==> src/rtl/esd_pkg.sv <==
`default_nettype none

package esd_pkg;

    localparam logic [7:0] CH_BACKSLASH = 8'h5C;
    localparam logic [7:0] CH_LOWER_X   = 8'h78;

    // Decode mode, one-hot.
    typedef enum logic [3:0] {
        MODE_PLAIN = 4'b0001,
        MODE_ESC   = 4'b0010,
        MODE_HEX1  = 4'b0100,
        MODE_HEX2  = 4'b1000
    } mode_t;

    typedef struct packed {
        logic [7:0] ch;
        logic       last;
    } item_t;

    typedef struct packed {
        logic [7:0] data_byte;
        logic       has_data;
        logic       end_mark;
        logic [7:0] byte_total;
    } result_t;

    // Hex digit value of a character; anything that is not a hex digit counts as 0.
    function automatic logic [3:0] nibble_of(input logic [7:0] c);
        logic [3:0] n;
        n = 4'd0;
        if (c >= 8'h30 && c <= 8'h39) begin
            n = c[3:0];
        end
        else if ((c >= 8'h61 && c <= 8'h66) || (c >= 8'h41 && c <= 8'h46)) begin
            n = c[3:0] + 4'd9;
        end
        return n;
    endfunction

endpackage

`default_nettype wire

==> src/rtl/esd_in_stage.sv <==
`default_nettype none

module esd_in_stage (
    input  wire logic          clk,
    input  wire logic          rst_n,
    input  wire logic          in_valid,
    output logic               in_ready,
    input  wire esd_pkg::item_t in_item,
    input  wire logic          take,
    output logic               item_valid,
    output esd_pkg::item_t     item
);

    logic            valid_reg;
    esd_pkg::item_t  item_reg;

    assign in_ready   = !valid_reg || take;
    assign item_valid = valid_reg;
    assign item       = item_reg;

    always_ff @(posedge clk or negedge rst_n)
    begin
        if (!rst_n)
        begin
            valid_reg <= 1'b0;
        end
        else if (in_valid && in_ready)
        begin
            valid_reg <= 1'b1;
        end
        else if (take)
        begin
            valid_reg <= 1'b0;
        end
    end

    always_ff @(posedge clk)
    begin
        if (in_valid && in_ready)
        begin
            item_reg <= in_item;
        end
    end

endmodule

`default_nettype wire

==> src/rtl/esd_decode.sv <==
`default_nettype none

module esd_decode (
    input  wire logic            clk,
    input  wire logic            rst_n,
    input  wire logic            item_valid,
    input  wire esd_pkg::item_t  item,
    input  wire logic            slot_free,
    output logic                 take,
    output logic                 res_valid,
    output esd_pkg::result_t     res
);

    esd_pkg::mode_t mode_reg, mode_next, mode_step;
    logic [3:0]     nib_reg, nib_next, nib_step;
    logic [7:0]     count_reg, count_next, count_step;
    logic           emit;
    logic [7:0]     byte_val;
    logic           produce;

    always_comb
    begin
        mode_step = mode_reg;
        nib_step  = nib_reg;
        emit      = 1'b0;
        byte_val  = 8'd0;
        unique case (mode_reg)
            esd_pkg::MODE_PLAIN:
            begin
                if (item.ch == esd_pkg::CH_BACKSLASH)
                begin
                    mode_step = esd_pkg::MODE_ESC;
                end
                else
                begin
                    emit     = 1'b1;
                    byte_val = item.ch;
                end
            end
            esd_pkg::MODE_ESC:
            begin
                if (item.ch == esd_pkg::CH_BACKSLASH)
                begin
                    emit      = 1'b1;
                    byte_val  = esd_pkg::CH_BACKSLASH;
                    mode_step = esd_pkg::MODE_PLAIN;
                end
                else if (item.ch == esd_pkg::CH_LOWER_X)
                begin
                    mode_step = esd_pkg::MODE_HEX1;
                    emit      = item.last;
                end
                else
                begin
                    mode_step = esd_pkg::MODE_PLAIN;
                end
            end
            esd_pkg::MODE_HEX1:
            begin
                nib_step  = esd_pkg::nibble_of(item.ch);
                mode_step = esd_pkg::MODE_HEX2;
                emit      = item.last;
                byte_val  = {esd_pkg::nibble_of(item.ch), 4'd0};
            end
            esd_pkg::MODE_HEX2:
            begin
                emit      = 1'b1;
                byte_val  = {nib_reg, esd_pkg::nibble_of(item.ch)};
                mode_step = esd_pkg::MODE_PLAIN;
            end
            default:
            begin
                mode_step = esd_pkg::MODE_PLAIN;
            end
        endcase

        count_step = count_reg;
        if (emit && count_reg != 8'hFF)
        begin
            count_step = count_reg + 8'd1;
        end

        produce = emit || item.last;
        take    = item_valid && (!produce || slot_free);
        res_valid = item_valid && produce && slot_free;

        res.data_byte  = emit ? byte_val : 8'd0;
        res.has_data   = emit;
        res.end_mark   = item.last;
        res.byte_total = count_step;

        // The end of a string returns all decode state to its starting point.
        if (item.last)
        begin
            mode_next  = esd_pkg::MODE_PLAIN;
            nib_next   = 4'd0;
            count_next = 8'd0;
        end
        else
        begin
            mode_next  = mode_step;
            nib_next   = nib_step;
            count_next = count_step;
        end
    end

    always_ff @(posedge clk or negedge rst_n)
    begin
        if (!rst_n)
        begin
            mode_reg  <= esd_pkg::MODE_PLAIN;
            nib_reg   <= 4'd0;
            count_reg <= 8'd0;
        end
        else if (take)
        begin
            mode_reg  <= mode_next;
            nib_reg   <= nib_next;
            count_reg <= count_next;
        end
    end

endmodule

`default_nettype wire

==> src/rtl/esd_out_stage.sv <==
`default_nettype none

module esd_out_stage (
    input  wire logic             clk,
    input  wire logic             rst_n,
    input  wire logic             load,
    input  wire esd_pkg::result_t res,
    output logic                  slot_free,
    output logic                  out_valid,
    input  wire logic             out_ready,
    output esd_pkg::result_t      out_res
);

    logic             valid_reg;
    esd_pkg::result_t res_reg;

    assign slot_free = !valid_reg || out_ready;
    assign out_valid = valid_reg;
    assign out_res   = res_reg;

    always_ff @(posedge clk or negedge rst_n)
    begin
        if (!rst_n)
        begin
            valid_reg <= 1'b0;
        end
        else if (load)
        begin
            valid_reg <= 1'b1;
        end
        else if (out_ready)
        begin
            valid_reg <= 1'b0;
        end
    end

    always_ff @(posedge clk)
    begin
        if (load)
        begin
            res_reg <= res;
        end
    end

endmodule

`default_nettype wire

==> src/rtl/escape_sequence_decoder.sv <==
// A request accepted into the input register shows its result at out_valid once the result
// register loads it; that load waits as long as the result slot is full.
// Throughput: one character per cycle unless a result waits on a full slot; a character
// with no result (a backslash, the x of a hex escape, the first hex digit) only updates the
// decode state. The input and result registers each stall only when the result slot is full.
// Reset: rst_n is asynchronous and active low; it empties both registers and clears the
// decode mode, the pending high nibble and the byte count.
`default_nettype none

module escape_sequence_decoder (
    input  wire logic       clk,
    input  wire logic       rst_n,
    input  wire logic       in_valid,
    output logic            in_ready,
    input  wire logic [7:0] ch,
    input  wire logic       last,
    output logic            out_valid,
    input  wire logic       out_ready,
    output logic [7:0]      data_byte,
    output logic            has_data,
    output logic            end_mark,
    output logic [7:0]      byte_total
);

    esd_pkg::item_t   in_item;
    esd_pkg::item_t   item;
    esd_pkg::result_t res;
    esd_pkg::result_t out_res;
    logic             item_valid;
    logic             take;
    logic             res_valid;
    logic             slot_free;

    assign in_item.ch   = ch;
    assign in_item.last = last;

    // The input register holds one request while the decoder waits for a free result slot.
    esd_in_stage u_in (
        .clk        (clk),
        .rst_n      (rst_n),
        .in_valid   (in_valid),
        .in_ready   (in_ready),
        .in_item    (in_item),
        .take       (take),
        .item_valid (item_valid),
        .item       (item)
    );

    // The decoder holds the mode, the high nibble and the count. A request that yields
    // no result is consumed at once, even while the result slot is full.
    esd_decode u_dec (
        .clk        (clk),
        .rst_n      (rst_n),
        .item_valid (item_valid),
        .item       (item),
        .slot_free  (slot_free),
        .take       (take),
        .res_valid  (res_valid),
        .res        (res)
    );

    // The result register frees up in the same cycle that its result is taken.
    esd_out_stage u_out (
        .clk       (clk),
        .rst_n     (rst_n),
        .load      (res_valid),
        .res       (res),
        .slot_free (slot_free),
        .out_valid (out_valid),
        .out_ready (out_ready),
        .out_res   (out_res)
    );

    assign data_byte  = out_res.data_byte;
    assign has_data   = out_res.has_data;
    assign end_mark   = out_res.end_mark;
    assign byte_total = out_res.byte_total;

endmodule

`default_nettype wire

==> config.mk <==
export PLATFORM = sky130hd
export DESIGN_NAME = escape_sequence_decoder
export DESIGN_NICKNAME = d
export VERILOG_FILES = /design/src/rtl/esd_pkg.sv /design/src/rtl/esd_in_stage.sv /design/src/rtl/esd_decode.sv /design/src/rtl/esd_out_stage.sv /design/src/rtl/escape_sequence_decoder.sv
export SDC_FILE = /design/constraint.sdc
export NUM_CORES = 1
export LEC_CHECK = 0
export BUFFER_PORTS_ARGS = -buffer_cell sky130_fd_sc_hd__buf_2
export CORE_MARGIN = 5
export CORE_UTILIZATION = 35
export CTS_CLUSTER_DIAMETER = 200
export DETAILED_ROUTE_END_ITERATION = 10
export GPL_ROUTABILITY_DRIVEN = 0
export PLACE_DENSITY_LB_ADDON = 0.08
export SLEW_MARGIN = 10
export SYNTH_ARGS = -nofsm -noshare
export SYNTH_HDL_FRONTEND = slang
export SYNTH_HIERARCHICAL = 1
export SYNTH_SLANG_ARGS = --single-unit
export TNS_END_PERCENT = 1
==> constraint.sdc <==
create_clock -name clk -period 2.6 [get_ports clk]
set_input_delay 0.13 -clock clk [delete_from_list [all_inputs] [get_ports clk]]
set_output_delay 0.13 -clock clk [all_outputs]
set_load 0.005 [all_outputs]
==> flow_metrics.env <==
export IMPL_yosys_area_top_type="edfxtp_1"
export IMPL_synth_seq_cells=45
export IMPL_seq_area_um2=1260
export IMPL_max_slew_margin_pct=57.9
export IMPL_path_cells="or4b_4 > or4_1 > a41oi_2 > inv_2 > nand2b_4 > buf_2"
export IMPL_grt_max_degree=28
export IMPL_crit_type="flip-flop to output port"
export IMPL_power_leakage_nw=1.23
export IMPL_synth_edff_count=27
export IMPL_finalPower_w=0.00199
export IMPL_tns_ns=0
export IMPL_gr_usage_all_layers_pct=14.2
export IMPL_clkTransAtPathRegs_ns=0.08
export IMPL_drt_iter0_markers=157
export IMPL_vias_per_cell=5.19
export IMPL_rows=30
export IMPL_area_growth_pct=25.9
export IMPL_min_path_type="primary input to flip-flop"
export IMPL_fillers=673
export IMPL_largest_reg_flops=18
export IMPL_synthCells=225
export IMPL_cp_start_kind="flip-flop"
export IMPL_syn_area_per_cell_um2=10.9
export IMPL_cts_tree="built"
export IMPL_firstDrtPassIters=4
export IMPL_synth_main_ff_cell="edfxtp_1"
export IMPL_clkLatencyLatePin_ns=0.30
export IMPL_required_ns=2.47
export IMPL_layout_drive_gt1_share_pct=29.6
export IMPL_cts_path_max_buffers=2
export IMPL_fin_hold_ws_ns=0.0123
export IMPL_cap_violations=0
export IMPL_slew_viol_final=0
export IMPL_die_h_um=93.8
export IMPL_ctsRootBufferMaster="clkbuf_8"
export IMPL_drc_errors=0
export IMPL_grt_overflow=0
export IMPL_place_area_um2=2840
export IMPL_core_um2=6830
export IMPL_status="finished, final reports clean"
export IMPL_wl_um=5870
export IMPL_grt_pass1_wl_um=9720
export IMPL_ios=33
export IMPL_stdcell_area_um2=3100
export IMPL_crit_path_end_kind="output port"
export IMPL_synth_area_top_cells="edfxtp_1, dfrtp_1, a21oi_1"
export IMPL_multi_input_area_um2=1110
export IMPL_hold_viol_final=0
export IMPL_syn_num_nets=243
export IMPL_final_util_pct=45.3
export IMPL_cp_arrival_ns=2.33
export IMPL_max_stage_delay_ns=0.55
export IMPL_rrSetupSlack_ns=0.20
export IMPL_ctsHtreeMaxLevel=2
export IMPL_wl_per_cell_um=15.5
export IMPL_num_vias=1974
export IMPL_ys_seq_area_share_pct=51.3
export IMPL_dp_hpwl_um=4180
export IMPL_period_share_pct=94.7
export IMPL_yosysWarnings=6
export IMPL_nets=301
export IMPL_setup_viol_count_final=0
export IMPL_grt_pass1_vias=1854
export IMPL_clock_fmax_mhz=406
export IMPL_antenna_found_initial=0
export IMPL_initial_core_util_pct=36.0
export IMPL_skew_ns=0.00677
export IMPL_die_x_um=93.8
export IMPL_port_buffers=32
export IMPL_cp_buffers_inverters=2
export IMPL_power_per_cell_area_nw_per_um2=642
export IMPL_crit_path_top_delay_cell="or4b_4"
export IMPL_async_flop_share_pct=40.0
export IMPL_ys_types=60
export IMPL_peakVddDrop_mv=0.258
export IMPL_dieArea_um2=8800
export IMPL_numCtsBuffers=5
export IMPL_critical_path_top_delay_family="simple AND/OR/NAND/NOR gates"
export IMPL_synth_top_area_share_pct=33.0
export IMPL_ant_nets=0
export IMPL_crit_fanout=7
export IMPL_syn_area_um2=2460
export IMPL_period_minus_slack_ns=2.46
export IMPL_cts_sinks=45
export IMPL_antenna_cells=0
export IMPL_tightest_slew_ns=0.631
[layer usage]
| layer | track usage, % | wire (um) |
|---|---|---|
| met4 | 4.33 | 77 |
| met3 | 3.21 | 312 |
| met5 | 0 | 0 |
| met1 | 21.2 | 2980 |
| met2 | 20.3 | 2500 |
[layout by cell type (no fill, tap or decap), types with 3 or more instances in the layout]
cell type	count
o21ai_1	5
clkbuf_8	5
o31ai_1	7
buf_2	32
nor2b_1	5
nor2_1	16
nand2_1	15
nand2b_1	3
inv_2	3
a211o_1	3
o21ai_0	6
buf_4	22
xnor2_1	4
a21oi_1	14
a31oi_1	4
nor3b_1	6
a22oi_1	3
dlygate4sd3_1	9
dfrtp_1	16
nor3_1	3
nand3_1	4
edfxtp_1	27
ha_1	5
nor4b_1	3
and2_1	3
inv_1	7
[kinds of logic (layout without fill, tap and decap cells)]
| kind of cell | count (synthesis) | after routing | synth area share (%) |
|---|---|---|---|
| and+or+nand+nor | 84 | 84 | 22.0 |
| AOI/OAI and AO/OA | 64 | 64 | 18.5 |
| DFF | 45 | 45 | 51.3 |
| buffers and inverters | 23 | 82 | 4.12 |
| adders and majority gates | 5 | 5 | 2.54 |
| xor gates and xnor gates | 4 | 4 | 1.42 |
[cell type report]
type | instances | share of cell area [%]
clock buffer | 6 | 3.03
clock inverter | 2 | 1.13
inverter | 10 | 1.21
multi-input combinational | 157 | 35.9
sequential | 45 | 40.8
tap | 96 | 3.88
timing repair buffer | 64 | 14.1
[worst paths after layout]
kind                                   start                  to  cells past startpoint
min                                     last        u_in/item[0]                      1
max reg2reg                u_dec/mode_reg[0]  u_dec/count_reg[7]                      7
max                        u_dec/mode_reg[0]            in_ready                      6
min reg2reg                 u_dec/nib_reg[1]    u_dec/nib_reg[1]                      2
max in group asynchronous              rst_n   u_dec/mode_reg[0]                      2
min in group asynchronous              rst_n    u_dec/nib_reg[2]                      2
[through the flow]
step | instances | setup WS [ns]
floorplan | 225 | 0.0970
CTS | 373 | 0.0314
global placement | 359 | 0.181
finish | 380 | 0.137
detailed placement | 359 | 0.139
global route | 380 | -0.00668
[power breakdown]
part           switching [W]  internal [W]  total (W)
registers          0.0000853      0.000895   0.000980
clock network       0.000253      0.000343   0.000596
logic               0.000214      0.000197   0.000411
[synth_stat cells, types with 2 or more instances]
cell type / count
ha_1: 5
inv_2: 2
a221oi_1: 2
nand2_1: 16
nor4b_1: 4
o211ai_1: 2
and4b_1: 2
nand3_1: 4
nor2b_1: 5
buf_4: 3
o21ai_1: 5
nand2b_4: 2
edfxtp_1: 27
xnor2_1: 4
a21oi_1: 14
buf_2: 3
nor4_1: 2
o21ai_0: 6
a22oi_1: 3
or4b_1: 3
nor3b_1: 6
nor3_1: 3
nand4b_1: 2
a31oi_1: 4
o311ai_1: 2
and2_1: 3
dfrtp_1: 17
nand2b_1: 3
o31a_1: 2
nor2_1: 17
clkbuf_1: 7
inv_1: 8
a211o_1: 3
or4_1: 2
o31ai_1: 7
[what timing repair did]
action / in CTS / in global routing
pin swaps: 1 / 1
endpoints found under the setup margin: 1 / 9
resized for setup: 0 / 4
hold buffers: 6 / 3
hold endpoints to repair: 22 / 3
setup buffers: 0 / 4
Power figures use the tool's default switching activity.
